--- config.mk ---
export PLATFORM = sky130hd
export DESIGN_NAME = ldpc_front
export DESIGN_NICKNAME = d
export VERILOG_FILES = /design/src/design/ldpc_pkg.sv /design/src/design/ldpc_front.sv
export VERILOG_INCLUDE_DIRS = /design/src /design/src/design
export SDC_FILE = /design/constraint.sdc
export NUM_CORES = 1
export LEC_CHECK = 0
export BUFFER_PORTS_ARGS = -buffer_cell sky130_fd_sc_hd__buf_2
export CAP_MARGIN = 20
export CORE_AREA = 2 2 103 105
export DETAILED_ROUTE_END_ITERATION = 6
export DIE_AREA = 0 0 105 107
export MAX_ROUTING_LAYER = met4
export SLEW_MARGIN = 20
export SYNTH_ARGS = -nofsm -noshare
export SYNTH_HDL_FRONTEND = slang
export SYNTH_SLANG_ARGS = --single-unit
--- constraint.sdc ---
create_clock -name clk_i -period 1.52 [get_ports clk_i]
set_input_delay 0.076 -clock clk_i [delete_from_list [all_inputs] [get_ports clk_i]]
set_output_delay 0.076 -clock clk_i [all_outputs]
set_load 0.01 [all_outputs]
--- src/design/log_detector_power_convert_assert.svh ---
// Assertion macros shared by the converter's modules.
// Each macro compiles to nothing when SYNTHESIS is defined.
`ifndef LOG_DETECTOR_POWER_CONVERT_ASSERT_SVH
`define LOG_DETECTOR_POWER_CONVERT_ASSERT_SVH

`ifndef SYNTHESIS

// Property that must hold at every clock edge outside reset.
`define LDPC_ASSERT(lbl, clk, rst_n, prop, msg) \
  lbl: assert property (@(posedge clk) disable iff (!rst_n) (prop)) \
    else $error(msg);

// Consequence that must hold in the cycle after the antecedent.
`define LDPC_ASSERT_NEXT(lbl, clk, rst_n, ante, cons, msg) \
  lbl: assert property (@(posedge clk) disable iff (!rst_n) (ante) |=> (cons)) \
    else $error(msg);

`else

`define LDPC_ASSERT(lbl, clk, rst_n, prop, msg)

`define LDPC_ASSERT_NEXT(lbl, clk, rst_n, ante, cons, msg)

`endif

`endif

--- src/design/ldpc_pkg.sv ---
package ldpc_pkg;

  // Converter and field widths.
  localparam int ADC_BITS = 12;
  localparam int ADC_W    = 12;
  localparam int CFG_IDX_W = 3;

  // Exponent table: EXP_TABLE_DEPTH steps over one octave, plus the end point.
  localparam int EXP_TABLE_DEPTH = 256;
  localparam int EXP_IDX_BITS    = $clog2(EXP_TABLE_DEPTH);
  localparam int ROM_ADDR_BITS   = EXP_IDX_BITS + 1;

  // Queue between the front and back ends.
  localparam int QUEUE_DEPTH = 4;
  localparam int QPTR_W      = $clog2(QUEUE_DEPTH);
  localparam int QCNT_W      = $clog2(QUEUE_DEPTH + 1);

  // Fixed-point constants.
  localparam int Q16_ONE           = 65536;
  localparam int LOG2_10_DIV10_Q30 = 356689313;
  localparam int LN2_Q30           = 744261118;
  localparam logic [63:0] ONE_Q30  = 64'd1 << 30;
  localparam logic [31:0] Q16_MAX  = 32'h7FFF_FFFF;
  localparam logic signed [31:0] OVERLOAD_Q16 = 32'(8888 * Q16_ONE);

  // Cubic segment chosen by the breakpoints.
  typedef enum logic [1:0] {
    SEG_LOW  = 2'd0,
    SEG_MID  = 2'd1,
    SEG_HIGH = 2'd2
  } seg_e;

  // Unit reported with each result.
  typedef enum logic [2:0] {
    UNIT_DBM = 3'd0,
    UNIT_W   = 3'd1,
    UNIT_MW  = 3'd2,
    UNIT_UW  = 3'd3,
    UNIT_NW  = 3'd4,
    UNIT_PW  = 3'd5,
    UNIT_OVL = 3'd6
  } unit_e;

  // Configuration register indexes.
  typedef enum logic [CFG_IDX_W-1:0] {
    CFG_SEG_LOW    = 3'd0,
    CFG_SEG_MID    = 3'd1,
    CFG_SEG_HIGH   = 3'd2,
    CFG_BREAK_LOW  = 3'd3,
    CFG_BREAK_HIGH = 3'd4,
    CFG_OFFSET_DB  = 3'd5,
    CFG_DBM_MODE   = 3'd6
  } cfg_idx_e;

  // Configuration register set.
  typedef struct packed {
    logic [63:0]        seg_low;
    logic [63:0]        seg_mid;
    logic [63:0]        seg_high;
    logic [ADC_W-1:0]   break_low;
    logic [ADC_W-1:0]   break_high;
    logic signed [15:0] offset_db;
    logic               dbm_mode;
  } cfg_t;

  // One classified sample as it travels through the queue.
  typedef struct packed {
    logic [ADC_W-1:0] x;
    seg_e             seg;
  } item_t;

  // Entry i of the exponent table: 2^(i/EXP_TABLE_DEPTH) at Q30, from an
  // integer Taylor series through the 16th-power term. Evaluated at elaboration only.
  function automatic logic [31:0] pow2_entry(int unsigned i);
    logic [63:0] tq;
    logic [63:0] term;
    logic [63:0] sum;
    logic [63:0] prod;
    int          k;
    tq = (64'(i) * 64'(LN2_Q30) + 64'(EXP_TABLE_DEPTH / 2)) / 64'(EXP_TABLE_DEPTH);
    term = ONE_Q30;
    sum  = ONE_Q30;
    for (k = 1; k <= 16; k++) begin
      prod = (term * tq) >> 30;
      case (k)
        2:       term = prod / 64'd2;
        3:       term = prod / 64'd3;
        4:       term = prod / 64'd4;
        5:       term = prod / 64'd5;
        6:       term = prod / 64'd6;
        7:       term = prod / 64'd7;
        8:       term = prod / 64'd8;
        9:       term = prod / 64'd9;
        10:      term = prod / 64'd10;
        11:      term = prod / 64'd11;
        12:      term = prod / 64'd12;
        13:      term = prod / 64'd13;
        14:      term = prod / 64'd14;
        15:      term = prod / 64'd15;
        16:      term = prod / 64'd16;
        default: term = prod;
      endcase
      sum = sum + term;
    end
    return sum[31:0];
  endfunction

endpackage

--- src/design/ldpc_front.sv ---
`include "log_detector_power_convert_assert.svh"

module ldpc_front (
  input  logic                      clk_i,
  input  logic                      rst_ni,
  input  logic                      start_i,
  input  logic [ldpc_pkg::ADC_W-1:0] adc_code_i,
  input  ldpc_pkg::cfg_t            cfg_i,
  input  logic                      q_full_i,
  output logic                      busy_o,
  output logic                      push_o,
  output ldpc_pkg::item_t           item_o
);
  import ldpc_pkg::*;

  localparam logic [ADC_W-1:0] ADC_MASK = ADC_W'((64'd1 << ADC_BITS) - 64'd1);

  logic             accept;
  logic             valid_q;
  logic             valid_d;
  item_t            item_q;
  item_t            item_d;
  logic [ADC_W-1:0] x;

  // The front stage holds one beat until the queue takes it.
  assign busy_o  = valid_q && q_full_i;
  assign accept  = start_i && !busy_o;
  assign push_o  = valid_q && !q_full_i;
  assign valid_d = accept || (valid_q && !push_o);

  // Mask the sample and pick its cubic segment.
  always_comb begin
    x = adc_code_i & ADC_MASK;
    item_d.x = x;
    if (x < cfg_i.break_low) begin
      item_d.seg = SEG_LOW;
    end else if (x < cfg_i.break_high) begin
      item_d.seg = SEG_MID;
    end else begin
      item_d.seg = SEG_HIGH;
    end
  end

  always_ff @(posedge clk_i or negedge rst_ni) begin
    if (!rst_ni) begin
      valid_q <= 1'b0;
    end else begin
      valid_q <= valid_d;
    end
  end

  always_ff @(posedge clk_i) begin
    if (accept) begin
      item_q <= item_d;
    end
  end

  assign item_o = item_q;

  `LDPC_ASSERT_NEXT(a_accept_holds, clk_i, rst_ni, accept, valid_q, "accepted beat lost in front stage")
  `LDPC_ASSERT_NEXT(a_stall_holds, clk_i, rst_ni, valid_q && q_full_i, valid_q && $stable(item_q), "stalled front beat changed")

endmodule

==> flow_metrics.env <==
export IMPL_insertion_delay_ns=0.26
export IMPL_end_kind="flip-flop"
export IMPL_timing_hold_ws_ns=0.0168
export IMPL_hold_viol=0
export IMPL_syn_num_nets=368
export IMPL_drive_gt1_share_pct=50.3
export IMPL_peakVddDrop_mv=0.243
export IMPL_rsz0062_at_grt="no"
export IMPL_start_kind="primary input"
export IMPL_cts_root_buf="clkbuf_8"
export IMPL_ys_warn_count=0
export IMPL_postSynthCellCount=97
export IMPL_maxCapViolCount=0
export IMPL_htree_num_levels=1
export IMPL_syn_avg_cell_area_um2=10.7
export IMPL_slowest_stage="or3_1"
export IMPL_reg2reg_to="item_o[4]$_DFFE_PP_"
export IMPL_wl_um=3530
export IMPL_p_per_area_nw_per_um2=681
export IMPL_cts_tree="yes"
export IMPL_critPathMaxFanout=3
export IMPL_crit_arrival_ns=1.42
export IMPL_cts_buffer_depth=2
export IMPL_dpl_hpwl_um=3000
export IMPL_crit_chain="buf_2, inv_2, ha_4, nand4_1, nor2_1, or3_1, a221o_1, nor2b_1"
export IMPL_critical_path_max_stage_delay_ns=0.35
export IMPL_final_cell_mix="buf_2 (55), inv_1 (17), ha_1 (17), edfxtp_1 (14)"
export IMPL_core_um2=10100
export IMPL_nets=435
export IMPL_final_cells=299
export IMPL_worstPathRequired_ns=1.53
export IMPL_power_total_mw=1.14
export IMPL_tightest_slew_ns=0.327
export IMPL_areaGrowthSynthToFinish_pct=61.3
export IMPL_fin_crit_sh_pct=92.9
export IMPL_hold_path_class="primary input to flip-flop"
export IMPL_route_detailed_drc=0
export IMPL_antenna_found_initial=0
export IMPL_first_pass_iters=4
export IMPL_ios=265
export IMPL_first_iter_violations=24
export IMPL_dieArea_um2=11200
export IMPL_diodes=0
export IMPL_final_common_cell="buf_2"
export IMPL_r2r_setup_slack_ns=0.32
export IMPL_dpl_cell_area_um2=1610
export IMPL_placed_cells_incl_taps=294
export IMPL_vias=926
export IMPL_status="finished, final reports clean"
export IMPL_io_buffers=55
export IMPL_vias_per_cell=3.10
export IMPL_slew_violations=0
export IMPL_die_x_um=105
export IMPL_grt_ovfl_total=0
export IMPL_power_leakage_nw=0.798
export IMPL_fin_area_um2=1670
export IMPL_core_rowCount=37
export IMPL_cts_buffers=3
export IMPL_initial_core_util_pct=10.3
export IMPL_grt_first_pass_wirelength_um=5380
export IMPL_clock_sinks=15
export IMPL_netlist_area_um2=1040
export IMPL_post_drt_wl_per_cell_um=11.8
export IMPL_timing_critical_path_from="cfg_i[28]"
export IMPL_rr_startpoint="valid_q$_DFF_PN0_"
export IMPL_yosysUniqueCellTypes=21
export IMPL_period_needed_ns=1.41
export IMPL_grt_max_degree=15
export IMPL_clock_skew_ns=0.0116
export IMPL_ys_seq_area_share_pct=42.9
export IMPL_fmax_ghz=0.708
export IMPL_reg2reg_depth=3
export IMPL_finalSetupViolCount=0
export IMPL_first_global_vias=1023
export IMPL_crit_path_end="item_o[1]$_SDFFCE_PN0P_"
export IMPL_cts_reportedPaths_clkPinSlew_ns=0.08
export IMPL_relSlewSlack_pct=78.2
export IMPL_synth_seq_cells=15
export IMPL_grtUsageTotal_pct=6.76
export IMPL_path_class="primary input to flip-flop"
export IMPL_tns_ns=0
export IMPL_place_congestion=0.830
export IMPL_drtAntennaViolNets=0
export IMPL_die_y_um=107
-- worst max-delay path: cells and delay by family --
family                     cells  cell delay, ns
AOI/OAI and AO/OA              1            0.28
and+or+nand+nor                4            0.69
buffers and inverters          2            0.16
adders and majority gates      1            0.21
-- cells in the mapped netlist, drive strengths merged --
cell / instances / share of area (%)
a211oi: 2 / 1.4
inv: 22 / 8.0
or3: 1 / 0.60
a21oi: 5 / 2.4
nor2: 2 / 0.72
dfrtp: 1 / 2.4
a2111oi: 1 / 1.4
nor3: 4 / 1.9
and2: 1 / 0.60
or2: 1 / 0.60
a21o: 3 / 2.4
a221o: 1 / 0.97
nand2: 4 / 1.4
edfxtp: 14 / 41
o21ai: 2 / 0.97
nand4: 2 / 1.2
nor2b: 4 / 2.4
ha: 22 / 27
nand2b: 2 / 1.2
o21bai: 3 / 2.2
-- worst min-delay path by stage --
stage	startpoint	endpoint	slack [ns]	depth (start not counted)
3_5_place_dp	rst_ni	valid_q$_DFF_PN0_	-0.15	1
5_1_grt	start_i	valid_q$_DFF_PN0_	0.02	2
2_1_floorplan	rst_ni	valid_q$_DFF_PN0_	-0.22	0
4_1_cts	start_i	valid_q$_DFF_PN0_	0.009	2
6_report	start_i	valid_q$_DFF_PN0_	0.02	2
3_3_place_gp	rst_ni	valid_q$_DFF_PN0_	-0.15	1
-- what timing repair did --
action | 4_1_cts | 5_1_grt
hold buffers | 1 | 0
hold endpoints to repair | 1 | 0
buffers inserted | 0 | 0
gates resized for setup | 0 | 2
endpoints found under the setup margin | 0 | 1
-- per-stage QoR --
step / setup slack, ns / utilization, %
floorplan: 0.0362 / -
global placement: -0.176 / 15.9
detailed placement: -0.186 / 15.9
CTS: 0.101 / 16.5
global route: 0.0292 / 16.6
finish: 0.107 / 16.6
-- final cells by class --
class                           count  area, µm²
Sequential cell                    15        445
Inverter                           22       85.1
Clock inverter                      1       5.00
Tap cell                          136        170
Clock buffer                        3       41.3
Multi-Input combinational cell     60        583
Timing Repair Buffer               62        343
Fill cell                        1167       8420
-- state kept, by name, indices dropped and copies added (netlist names) --
signal and flops:
item_o 14, valid_q 1
-- metal layers --
| metal | vias up | global-route usage [%] | wire length, µm |
|---|---|---|---|
| li1 | 470 | - | - |
| met1 | 409 | 8.20 | 1640 |
| met2 | 43 | 9.97 | 1470 |
| met3 | 4 | 2.61 | 350 |
| met4 | 0 | 2.95 | 68 |
| met5 | - | - | 0 |
-- cell families after synthesis --
group                    count (synthesis)  synth area share [%]
adder cells (fa/ha/maj)                 22                  26.5
flip-flops                              15                  42.9
buffers and inverters                   22                  7.96
AND/OR/NAND/NOR                         21                  10.7
AO/OA/AOI/OAI                           17                  11.8
-- power breakdown --
part	switching, mW	leakage [nW]	internal [mW]	total [mW]
Combinational	0.156	0.627	0.149	0.305
Sequential	0.00775	0.145	0.481	0.489
Clock	0.163	0.0255	0.182	0.345
(Power assumes the default switching activity.)
