File: config.mk
export PLATFORM = sky130hd
export DESIGN_NAME = ldpc_queue
export DESIGN_NICKNAME = d
export VERILOG_FILES = /design/src/design/ldpc_pkg.sv /design/src/design/ldpc_queue.sv
export VERILOG_INCLUDE_DIRS = /design/src /design/src/design
export SDC_FILE = /design/constraint.sdc
export NUM_CORES = 1
export LEC_CHECK = 0
export ABC_AREA = 1
export CORE_MARGIN = 2
export CORE_UTILIZATION = 35
export CTS_CLUSTER_SIZE = 12
export DETAILED_ROUTE_END_ITERATION = 7
export DONT_BUFFER_PORTS = 1
export HOLD_SLACK_MARGIN = 0.03
export PLACE_DENSITY = 0.56
export SYNTH_ARGS = -nofsm -noshare
export SYNTH_HDL_FRONTEND = slang
export SYNTH_SLANG_ARGS = --single-unit
export TNS_END_PERCENT = 1
File: constraint.sdc
create_clock -name clk_i -period 1.99 [get_ports clk_i]
set_input_delay 0.0995 -clock clk_i [delete_from_list [all_inputs] [get_ports clk_i]]
set_output_delay 0.0995 -clock clk_i [all_outputs]
set_load 0.03 [all_outputs]
File: src/design/log_detector_power_convert_assert.svh
// Assertion macros shared by the converter's modules.
// Each macro compiles to nothing when SYNTHESIS is defined.
`ifndef LOG_DETECTOR_POWER_CONVERT_ASSERT_SVH
`define LOG_DETECTOR_POWER_CONVERT_ASSERT_SVH

`ifndef SYNTHESIS

// Property that must hold at every clock edge outside reset.
`define LDPC_ASSERT(lbl, clk, rst_n, prop, msg) \
  lbl: assert property (@(posedge clk) disable iff (!rst_n) (prop)) \
    else $error(msg);

// Consequence that must hold in the cycle after the antecedent.
`define LDPC_ASSERT_NEXT(lbl, clk, rst_n, ante, cons, msg) \
  lbl: assert property (@(posedge clk) disable iff (!rst_n) (ante) |=> (cons)) \
    else $error(msg);

`else

`define LDPC_ASSERT(lbl, clk, rst_n, prop, msg)

`define LDPC_ASSERT_NEXT(lbl, clk, rst_n, ante, cons, msg)

`endif

`endif

File: src/design/ldpc_pkg.sv
package ldpc_pkg;

  // Converter and field widths.
  localparam int ADC_BITS = 12;
  localparam int ADC_W    = 12;
  localparam int CFG_IDX_W = 3;

  // Exponent table: EXP_TABLE_DEPTH steps over one octave, plus the end point.
  localparam int EXP_TABLE_DEPTH = 256;
  localparam int EXP_IDX_BITS    = $clog2(EXP_TABLE_DEPTH);
  localparam int ROM_ADDR_BITS   = EXP_IDX_BITS + 1;

  // Queue between the front and back ends.
  localparam int QUEUE_DEPTH = 4;
  localparam int QPTR_W      = $clog2(QUEUE_DEPTH);
  localparam int QCNT_W      = $clog2(QUEUE_DEPTH + 1);

  // Fixed-point constants.
  localparam int Q16_ONE           = 65536;
  localparam int LOG2_10_DIV10_Q30 = 356689313;
  localparam int LN2_Q30           = 744261118;
  localparam logic [63:0] ONE_Q30  = 64'd1 << 30;
  localparam logic [31:0] Q16_MAX  = 32'h7FFF_FFFF;
  localparam logic signed [31:0] OVERLOAD_Q16 = 32'(8888 * Q16_ONE);

  // Cubic segment chosen by the breakpoints.
  typedef enum logic [1:0] {
    SEG_LOW  = 2'd0,
    SEG_MID  = 2'd1,
    SEG_HIGH = 2'd2
  } seg_e;

  // Unit reported with each result.
  typedef enum logic [2:0] {
    UNIT_DBM = 3'd0,
    UNIT_W   = 3'd1,
    UNIT_MW  = 3'd2,
    UNIT_UW  = 3'd3,
    UNIT_NW  = 3'd4,
    UNIT_PW  = 3'd5,
    UNIT_OVL = 3'd6
  } unit_e;

  // Configuration register indexes.
  typedef enum logic [CFG_IDX_W-1:0] {
    CFG_SEG_LOW    = 3'd0,
    CFG_SEG_MID    = 3'd1,
    CFG_SEG_HIGH   = 3'd2,
    CFG_BREAK_LOW  = 3'd3,
    CFG_BREAK_HIGH = 3'd4,
    CFG_OFFSET_DB  = 3'd5,
    CFG_DBM_MODE   = 3'd6
  } cfg_idx_e;

  // Configuration register set.
  typedef struct packed {
    logic [63:0]        seg_low;
    logic [63:0]        seg_mid;
    logic [63:0]        seg_high;
    logic [ADC_W-1:0]   break_low;
    logic [ADC_W-1:0]   break_high;
    logic signed [15:0] offset_db;
    logic               dbm_mode;
  } cfg_t;

  // One classified sample as it travels through the queue.
  typedef struct packed {
    logic [ADC_W-1:0] x;
    seg_e             seg;
  } item_t;

  // Entry i of the exponent table: 2^(i/EXP_TABLE_DEPTH) at Q30, from an
  // integer Taylor series through the 16th-power term. Evaluated at elaboration only.
  function automatic logic [31:0] pow2_entry(int unsigned i);
    logic [63:0] tq;
    logic [63:0] term;
    logic [63:0] sum;
    logic [63:0] prod;
    int          k;
    tq = (64'(i) * 64'(LN2_Q30) + 64'(EXP_TABLE_DEPTH / 2)) / 64'(EXP_TABLE_DEPTH);
    term = ONE_Q30;
    sum  = ONE_Q30;
    for (k = 1; k <= 16; k++) begin
      prod = (term * tq) >> 30;
      case (k)
        2:       term = prod / 64'd2;
        3:       term = prod / 64'd3;
        4:       term = prod / 64'd4;
        5:       term = prod / 64'd5;
        6:       term = prod / 64'd6;
        7:       term = prod / 64'd7;
        8:       term = prod / 64'd8;
        9:       term = prod / 64'd9;
        10:      term = prod / 64'd10;
        11:      term = prod / 64'd11;
        12:      term = prod / 64'd12;
        13:      term = prod / 64'd13;
        14:      term = prod / 64'd14;
        15:      term = prod / 64'd15;
        16:      term = prod / 64'd16;
        default: term = prod;
      endcase
      sum = sum + term;
    end
    return sum[31:0];
  endfunction

endpackage

File: src/design/ldpc_queue.sv
`include "log_detector_power_convert_assert.svh"

module ldpc_queue (
  input  logic            clk_i,
  input  logic            rst_ni,
  input  logic            push_i,
  input  ldpc_pkg::item_t wdata_i,
  input  logic            pop_i,
  output ldpc_pkg::item_t rdata_o,
  output logic            full_o,
  output logic            empty_o
);
  import ldpc_pkg::*;

  item_t             mem_q [QUEUE_DEPTH];
  logic [QPTR_W-1:0] wr_ptr_q;
  logic [QPTR_W-1:0] wr_ptr_d;
  logic [QPTR_W-1:0] rd_ptr_q;
  logic [QPTR_W-1:0] rd_ptr_d;
  logic [QCNT_W-1:0] count_q;
  logic [QCNT_W-1:0] count_d;
  logic              do_push;
  logic              do_pop;

  assign full_o  = (count_q == QCNT_W'(QUEUE_DEPTH));
  assign empty_o = (count_q == '0);
  assign do_push = push_i && !full_o;
  assign do_pop  = pop_i && !empty_o;
  assign rdata_o = mem_q[rd_ptr_q];

  // Pointer and fill count update.
  always_comb begin
    wr_ptr_d = wr_ptr_q;
    rd_ptr_d = rd_ptr_q;
    if (do_push) begin
      wr_ptr_d = (wr_ptr_q == QPTR_W'(QUEUE_DEPTH - 1)) ? '0 : wr_ptr_q + 1'b1;
    end
    if (do_pop) begin
      rd_ptr_d = (rd_ptr_q == QPTR_W'(QUEUE_DEPTH - 1)) ? '0 : rd_ptr_q + 1'b1;
    end
    count_d = count_q + QCNT_W'(do_push) - QCNT_W'(do_pop);
  end

  always_ff @(posedge clk_i or negedge rst_ni) begin
    if (!rst_ni) begin
      wr_ptr_q <= '0;
      rd_ptr_q <= '0;
      count_q  <= '0;
    end else begin
      wr_ptr_q <= wr_ptr_d;
      rd_ptr_q <= rd_ptr_d;
      count_q  <= count_d;
    end
  end

  // Entry storage.
  always_ff @(posedge clk_i) begin
    if (do_push) begin
      mem_q[wr_ptr_q] <= wdata_i;
    end
  end

  `LDPC_ASSERT(a_count_bound, clk_i, rst_ni, count_q <= QCNT_W'(QUEUE_DEPTH), "queue fill count exceeds depth")
  `LDPC_ASSERT_NEXT(a_count_grows, clk_i, rst_ni, do_push && !do_pop, count_q == $past(count_q) + 1'b1, "queue count did not grow on push")

endmodule

==> results of run 1 <==
[cell type report]
type                       instances  area [um^2]
multi-input combinational        107          693
sequential                        63         1860
inverter                          42          160
tap                              102          128
clock inverter                     6         51.3
timing repair buffer              23          228
fill                             736         4480
clock buffer                      10          128
[worst max-delay path: cells and delay by family (launching register included)]
family,cells,cell delay (ps)
buffers and inverters,2,80
adder cells (fa/ha/maj),3,770
flip-flops,1,400
AND/OR/NAND/NOR,5,520
[worst max-delay path by stage]
stage,start,cells after the start,slack (ps),endpoint
floorplan,count_q[1]$_DFF_PN0_,10,160,count_q[2]$_DFF_PN0_
global placement,count_q[1]$_DFF_PN0_,10,90,count_q[2]$_DFF_PN0_
detailed placement,count_q[1]$_DFF_PN0_,10,30,count_q[2]$_DFF_PN0_
CTS,count_q[1]$_DFF_PN0_,10,10,count_q[2]$_DFF_PN0_
global route,count_q[0]$_DFF_PN0_,10,10,count_q[2]$_DFF_PN0_
finish,count_q[0]$_DFF_PN0_,10,160,count_q[2]$_DFF_PN0_
[cells in the mapped netlist (all sizes together)]
cell    count
o211ai     28
fa          1
inv        42
ha          7
nand3       4
nand2      59
dfrtp       7
edfxtp     56
nor2        7
buf         9
nand3b      1
[per-stage QoR]
step,utilization,instances,setup slack [ps]
5_1_grt,0.420,353,12.1
6_report,0.420,353,156
4_1_cts,0.418,353,13.6
3_5_place_dp,0.373,320,28.2
2_1_floorplan,-,221,163
3_3_place_gp,0.373,320,90.0
[power breakdown]
part           internal, uW  switching (uW)  total [uW]
registers              1760             146        1910
clock network           561             453        1010
logic                   514            1370        1880
[cell families (layout without fill, tap and decap cells)]
family / Yosys count / count (layout)
AO/OA/AOI/OAI: 28 / 28
AND/OR/NAND/NOR: 71 / 71
flip-flops: 63 / 63
adder cells (fa/ha/maj): 8 / 8
buffers and inverters: 51 / 81
[layout by cell type (no fill, tap or decap)]
master / netlist / routed
dlygate4sd3_1: 0 / 17
bufinv_16: 0 / 1
edfxtp_1: 56 / 56
nand3_1: 4 / 4
nand2_4: 0 / 1
inv_1: 41 / 41
nor2_1: 7 / 6
nor2_2: 0 / 1
ha_1: 7 / 7
nand2_2: 6 / 7
o211ai_2: 14 / 14
clkinv_2: 0 / 2
buf_12: 1 / 1
inv_4: 1 / 1
o211ai_1: 14 / 14
nand3b_1: 1 / 1
dfrtp_1: 7 / 6
clkbuf_8: 0 / 9
dfrtp_2: 0 / 1
buf_4: 0 / 5
clkbuf_1: 0 / 1
clkinv_1: 0 / 3
fa_2: 0 / 1
nand2_1: 53 / 51
[state kept, by name, indices dropped and copies added (netlist names)]
signal and cells:
wr_ptr_q 2, rd_ptr_q 2, mem_q 56, count_q 3
[routing by layer]
layer,part of all wire,vias to the layer above,track usage,wire (um)
li1,-,792,-,-
met1,0.43,736,0.135,2080
met2,0.51,24,0.211,2480
met3,0.037,9,0.0322,180
met4,0.017,0,0.0662,80
met5,0,-,0,0
[what timing repair did]
| item | CTS | global route |
|---|---|---|
| resized for setup | 0 | 5 |
| hold endpoints to repair | 67 | 0 |
| hold buffers | 17 | 0 |
| setup endpoints to repair | 0 | 1 |
==> summary.md, run 1 <==
| Metric | Value |
|---|---|
| Adder-cell share of the synthesized area | 0.0387 |
| Initial core utilization | 0.360 |
| Worst setup SP type | register |
| Layout area overhead | 16.6% |
| Ys Warns | 0 |
| Worst-Margin Slew | 359 ps |
| Min cycle time layout | ~1800 ps |
| Row count | 32 |
| Clock transition at path regs | roughly 60 ps |
| PwrDens | roughly 1500 nW/um^2 |
| Fmax | approximately 550 MHz |
| Top cell type's share of synthesized area | 0.604 |
| Post-route ant nets | 0 |
| Mux cell area share after synthesis | 0 |
| Syn Nets | ~250 |
| # Max-Cap Violations | 0 |
| Crit path largest cell delay | about 400 ps |
| Synth Cell Area | ~2800 um^2 |
| Status | finished clean |
| Chip width | a little over 90 um |
| Area after DPL | just under 3000 um^2 |
| Post-Synth Simple-Gate Area | 0.104 |
| Critical Path Sink Type | register |
| Avg Synthesized Cell Area | 12.6 um^2 |
| Worst Hold Margin | between 90 and 100 ps |
| Slew HR | 0.761 |
| Antenna fix cells | 0 |
| Ports | 34 |
| Register area share after synthesis | 0.667 |
| Largest cells by area after synthesis | edfxtp_1, nand2_1, dfrtp_1 |
| Via/cell ratio | ~4.4 |
| DR vias | about 1,600 |
| Later-pin clock latency in the skew report | around 330 ps |
| Setup Viol. Count Final | 0 |
| Detailed Route WL | between 4000 and 5000 um |
| Core Area | a little under 8000 um^2 |
| H-tree depth | 3 |
| Cell count after synthesis | 221 |
| Final GP Congestion | a little under 0.8 |
| Layout cells sized above 1 | 0.175 |
| Drt pass-1 iters | 4 |
| Synth Area in XOR/XNOR | 0 |
| Synth area leader | edfxtp_1 |
| Clk sinks | 63 |
| Setup TNS | 0 ps |
| Crit Path Max Fanout | 4 |
| DR WL/cell | between 10 and 15 um |
| Post CTS Setup Buffer Count | 0 |
| HP Class | primary input to asynchronous set/reset pin |
| GRT Overall Usage | 0.121 |
| Main combinational cell family by area after synthesis | simple AND/OR/NAND/NOR gates |
| Final hold violation count | 0 |
| R2R cell count | 10 |
| Setup CP Type | register to register |
| Non-Filler Cell Area, Final | around 3200 um^2 |
| CTS tree | yes |
| Crit-path cells | nor2_2 -> nand2_2 -> nand2_2 -> inv_1 -> ha_1 -> inv_1 -> ha_1 -> fa_2 -> nand3b_1 -> nand2_1 |
| Lkg Pwr | 0.00132 uW |
| Number of buffers added on ports | 0 |
| Post-DP HPWL | ~3000 um |
| Root buffer cell | clkbuf_8 |
| Fin crit share | 0.922 |
| Largest net degree at the start of global routing | 57 |
| Clock tree buffer depth | 2 |
| R2R Path Start | count_q[0]$_DFF_PN0_ |
| Die area | approximately 8700 um^2 |
| Slew Viols, Final | 0 |
| Gr ovfl total | 0 |
| Max VDD drop | 770 uV |
| DRC Markers | 0 |
| Vias in the first global route | ~1,600 |
| Post-synthesis cell type count | 17 |
| NumNets Final | around 270 |
| Total chip power | a little under 5000 uW |
| Flop2flop setup slack | about 160 ps |
| Chip height | between 90 and 100 um |
| Slowest CP cell | dfrtp_1 |
| RSZ-0062 raised after global routing | no |
| Reg2reg end | count_q[2]$_DFF_PN0_ |
| First-pass GRT wire length | a little under 8000 um |
| Synth Register Bits | 63 |
| First DRT Iteration DRCs | 47 |
| Initial antenna violation count | 0 |
| Skew final | 3.71 ps |
| Synth Area in Compound Gates | 0.101 |
| Crit path DAT | about 2100 ps |
| Critical path required time | roughly 2300 ps |
| Inserted Clock Buffers | 9 |
No activity file was read; power rests on OpenSTA's default activity.
==> run 2: changes to the inputs <==
--- a/config.mk
+++ b/config.mk
@@ -6,12 +6,12 @@
 export SDC_FILE = /design/constraint.sdc
 export NUM_CORES = 1
 export LEC_CHECK = 0
-export ABC_AREA = 1
 export CORE_MARGIN = 2
 export CORE_UTILIZATION = 35
 export CTS_CLUSTER_SIZE = 12
 export DETAILED_ROUTE_END_ITERATION = 7
 export DONT_BUFFER_PORTS = 1
+export GPL_ROUTABILITY_DRIVEN = 0
 export HOLD_SLACK_MARGIN = 0.03
 export PLACE_DENSITY = 0.56
 export SYNTH_ARGS = -nofsm -noshare
==> summary.md, run 2 <==
| Metric | Value |
|---|---|
| Status | finished with violations |
| Failing checks | setup timing |
| Ys Warns | 0 (unchanged) |
| Syn Nets | 138 (-44%) |
| Largest net degree at the start of global routing | 17 (-70%) |
| Drt pass-1 iters | 4 (unchanged) |
| Layout cells sized above 1 | 0.359 (+0.184) |
| Worst Hold Margin | 106 ps (+8.72 ps) |
| Largest cells by area after synthesis | edfxtp_1, mux4_2, dfrtp_1 |
| Via/cell ratio | 4.56 (+3.1%) |
| Critical Path Sink Type | register |
| Die area | 7840 um^2 (-9.7%) |
| Critical path required time | 2210 ps (-50 ps) |
| Min cycle time layout | 2030 ps (+200 ps) |
| Synth cell count leaders | edfxtp_1, mux4_2, dfrtp_1, ha_1, inv_1 |
| Top cell type's share of synthesized area | 0.672 (+0.0683) |
| Post-synthesis cell type count | 21 (+4) |
| Most common cell after layout, fill and taps aside | edfxtp_1 |
| Commonest cells after routing, fill and taps aside | edfxtp_1, dlygate4sd3_1, buf_4 |
| Synth Register Bits | 63 (unchanged) |
| Slew HR | 0.546 (-0.215) |
| Synth Cell Area | 2500 um^2 (-10%) |
| CTS tree | yes |
| Comb power frac | 0.346 (-0.046) |
| First DRT Iteration DRCs | 59 (+26%) |
| Final hold violation count | 0 (unchanged) |
| DR WL/cell | 16.4 um (+20%) |
| Final Worst Setup Slack | -44.0 ps (-200 ps) |
| Fmax | 492 MHz (-9.8%) |
| Post-DP HPWL | 2610 um (-11%) |
| Crit Path Max Fanout | 3 (-1) |
| PwrDens | 1540 nW/um^2 (+3.7%) |
| Max reg flops | 56 (unchanged) |
| RSZ-0062 raised after global routing | yes |
| Crit path from | count_q[0]$_DFF_PN0_ |
| Non-Filler Cell Area, Final | 3120 um^2 (-3.9%) |
| H-tree depth | 3 (unchanged) |
| Clock tree buffer depth | 2 (unchanged) |
| Later-pin clock latency in the skew report | 340 ps (about the same) |
| Crit-path cells | buf_4 -> nor3b_4 -> nor2b_2 -> inv_2 -> ha_4 -> inv_2 -> ha_4 -> fa_2 -> xnor2_2 -> xnor2_1 |
| Ports | 34 (unchanged) |
| NumNets Final | 174 (-36%) |
| Slew Viols, Final | 0 (unchanged) |
| Top-count cell post-synth | edfxtp_1 |
| Flop pwr share | 0.406 (+0.009) |
| Post-synth top flop | edfxtp_1 |
| Initial antenna violation count | 0 (unchanged) |
| Synth area leader | edfxtp_1 |
| Synth async-reset ratio | 0.111 (unchanged) |
| Slowest CP cell | dfrtp_1 |
| Gr ovfl total | 0 (unchanged) |
| Setup Viol. Count Final | 1 (+1) |
| # Max-Cap Violations | 0 (unchanged) |
| Setup CP Type | register to register |
| First-pass GRT wire length | 6330 um (-18%) |
| Post-Place Worst Slack | -81.3 ps (-109 ps) |
| Fin crit share | 1.02 (+0.101) |
| Initial core utilization | 0.364 (+0.00385) |
| Crit path largest cell delay | 420 ps (+20 ps) |
| Clk sinks | 63 (unchanged) |
| R2R cell count | 10 (unchanged) |
| Internal | 3170 uW (+12%) |
| Net switching power | 1630 uW (-17%) |
| R2R Path Start | count_q[0]$_DFF_PN0_ |
| Leading registers by flop count | mem_q: 56 flops, count_q: 3 flops |
| Crit path DAT | 2250 ps (+150 ps) |
| Flop2flop setup slack | -40 ps (-200 ps) |
| HP Class | primary input to asynchronous set/reset pin |
| GRT Overall Usage | 0.119 (-0.00173) |
| Root buffer cell | clkbuf_8 |
| Antenna fix cells | 0 (unchanged) |
| Sw frac | 0.339 (-0.0703) |
| Number of buffers added on ports | 0 (unchanged) |
| Lkg Pwr | 0.00110 uW (-17%) |
| Area after DPL | 2660 um^2 (-7.7%) |
| Detailed Route WL | 4080 um (-15%) |
| Layout Utilization | 0.454 (+0.0341) |
| Row count | 30 (-6.3%) |
| Clock power share | 0.249 (+0.038) |
| EDFF count, synth | 56 (unchanged) |
| Worst-Margin Slew | 680 ps (+322 ps) |
| Reg2reg end | count_q[2]$_DFF_PN0_ |
| Post-route ant nets | 0 (unchanged) |
| DRC Markers | 0 (unchanged) |
| Inserted Clock Buffers | 9 (unchanged) |
| Chip width | 88.5 um (-5.0%) |
| Chip height | 88.5 um (-5.0%) |
| Worst setup SP type | register |
| Layout area overhead | 24.7% |
| Register area share after synthesis | 0.742 (+0.0754) |
| Largest Register | mem_q |
| Core Area | 6870 um^2 (-11%) |
| DR vias | 1,135 (-27%) |
| Cell count after synthesis | 112 (-49%) |
| Max VDD drop | 841 uV (+9.2%) |
| Avg Synthesized Cell Area | 22.3 um^2 (+77%) |
| Skew final | 7.53 ps (+3.82 ps) |
| Vias in the first global route | 1,214 (-25%) |
| Clock transition at path regs | 70 ps (about the same) |
==> run 2: cell count changes after synthesis, moves of 5 or more <==
cell      delta
nand2_2      -6
o211ai_2    -14
mux4_2       +8
inv_1       -34
nor2_1       -5
mux4_1       +6
nand2_1     -52
o211ai_1    -14
==> run 2: routing by layer <==
layer | track usage | part of all wire
met5 | 0 | 0
met4 | 0.0868 | 0.031
met3 | 0.0317 | 0.040
met2 | 0.208 | 0.53
met1 | 0.124 | 0.40
==> run 2: kinds of logic (layout without fill, tap and decap cells) <==
| logic type | count (synthesis) | count (layout) | share of synthesized area |
|---|---|---|---|
| AO/OA/AOI/OAI | 1 | 1 | 0.00250 |
| AND/OR/NAND/NOR | 11 | 11 | 0.0300 |
| multiplexers | 17 | 17 | 0.150 |
| XOR/XNOR | 2 | 2 | 0.00700 |
| buffers and inverters | 10 | 51 | 0.0250 |
| adder cells (fa/ha/maj) | 8 | 8 | 0.0430 |
| flip-flops | 63 | 63 | 0.742 |
==> run 2: cell type report <==
class	count	area, um^2
multi-input combinational	39	641
sequential	63	1860
inverter	7	28.8
tap	96	120
timing repair buffer	28	250
fill	585	3750
clock inverter	7	97.6
clock buffer	9	124
==> run 2: power by group through the flow <==
stage               logic [uW]  registers, uW  clock network (uW)
finish                    1660           1940                1190
detailed placement        1500           2000                   0
CTS                       1670           1960                1220
floorplan                 1310           1900                   0
global route              1780           1980                1270
global placement          1450           1970                   0
==> run 2: through the flow <==
step | cells | power [uW] | TNS, ps
after floorplan | 112 | 3220 | -289
after global placement | 212 | 3420 | 0
after detailed placement | 212 | 3500 | -81.3
after CTS | 248 | 4840 | -46.7
after global routing | 249 | 5030 | -133
final | 249 | 4790 | -44.0
==> run 2: what timing repair did <==
item                                    4_1_cts  5_1_grt
endpoints found under the setup margin        1       57
hold buffers                                 16        0
pin swaps                                     7        4
hold endpoints to repair                     64        0
buffers inserted                              4        1
resized for setup                             8        5
==> run 2: critical path: cells and delay by family, from the launching register on <==
| kind | cells | cell delay, ps |
|---|---|---|
| xor gates and xnor gates | 2 | 290 |
| DFF | 1 | 420 |
| and+or+nand+nor | 2 | 320 |
| buffers and inverters | 3 | 270 |
| adders and majority gates | 3 | 630 |
==> run 2: worst max path at each step <==
stage	to	slack, ps	cells after the start
5_1_grt	count_q[2]$_DFF_PN0_	-130	9
6_report	count_q[2]$_DFF_PN0_	-40	10
2_1_floorplan	count_q[2]$_DFF_PN0_	-210	9
3_5_place_dp	count_q[2]$_DFF_PN0_	-80	9
3_3_place_gp	count_q[2]$_DFF_PN0_	40	9
4_1_cts	count_q[2]$_DFF_PN0_	-50	9
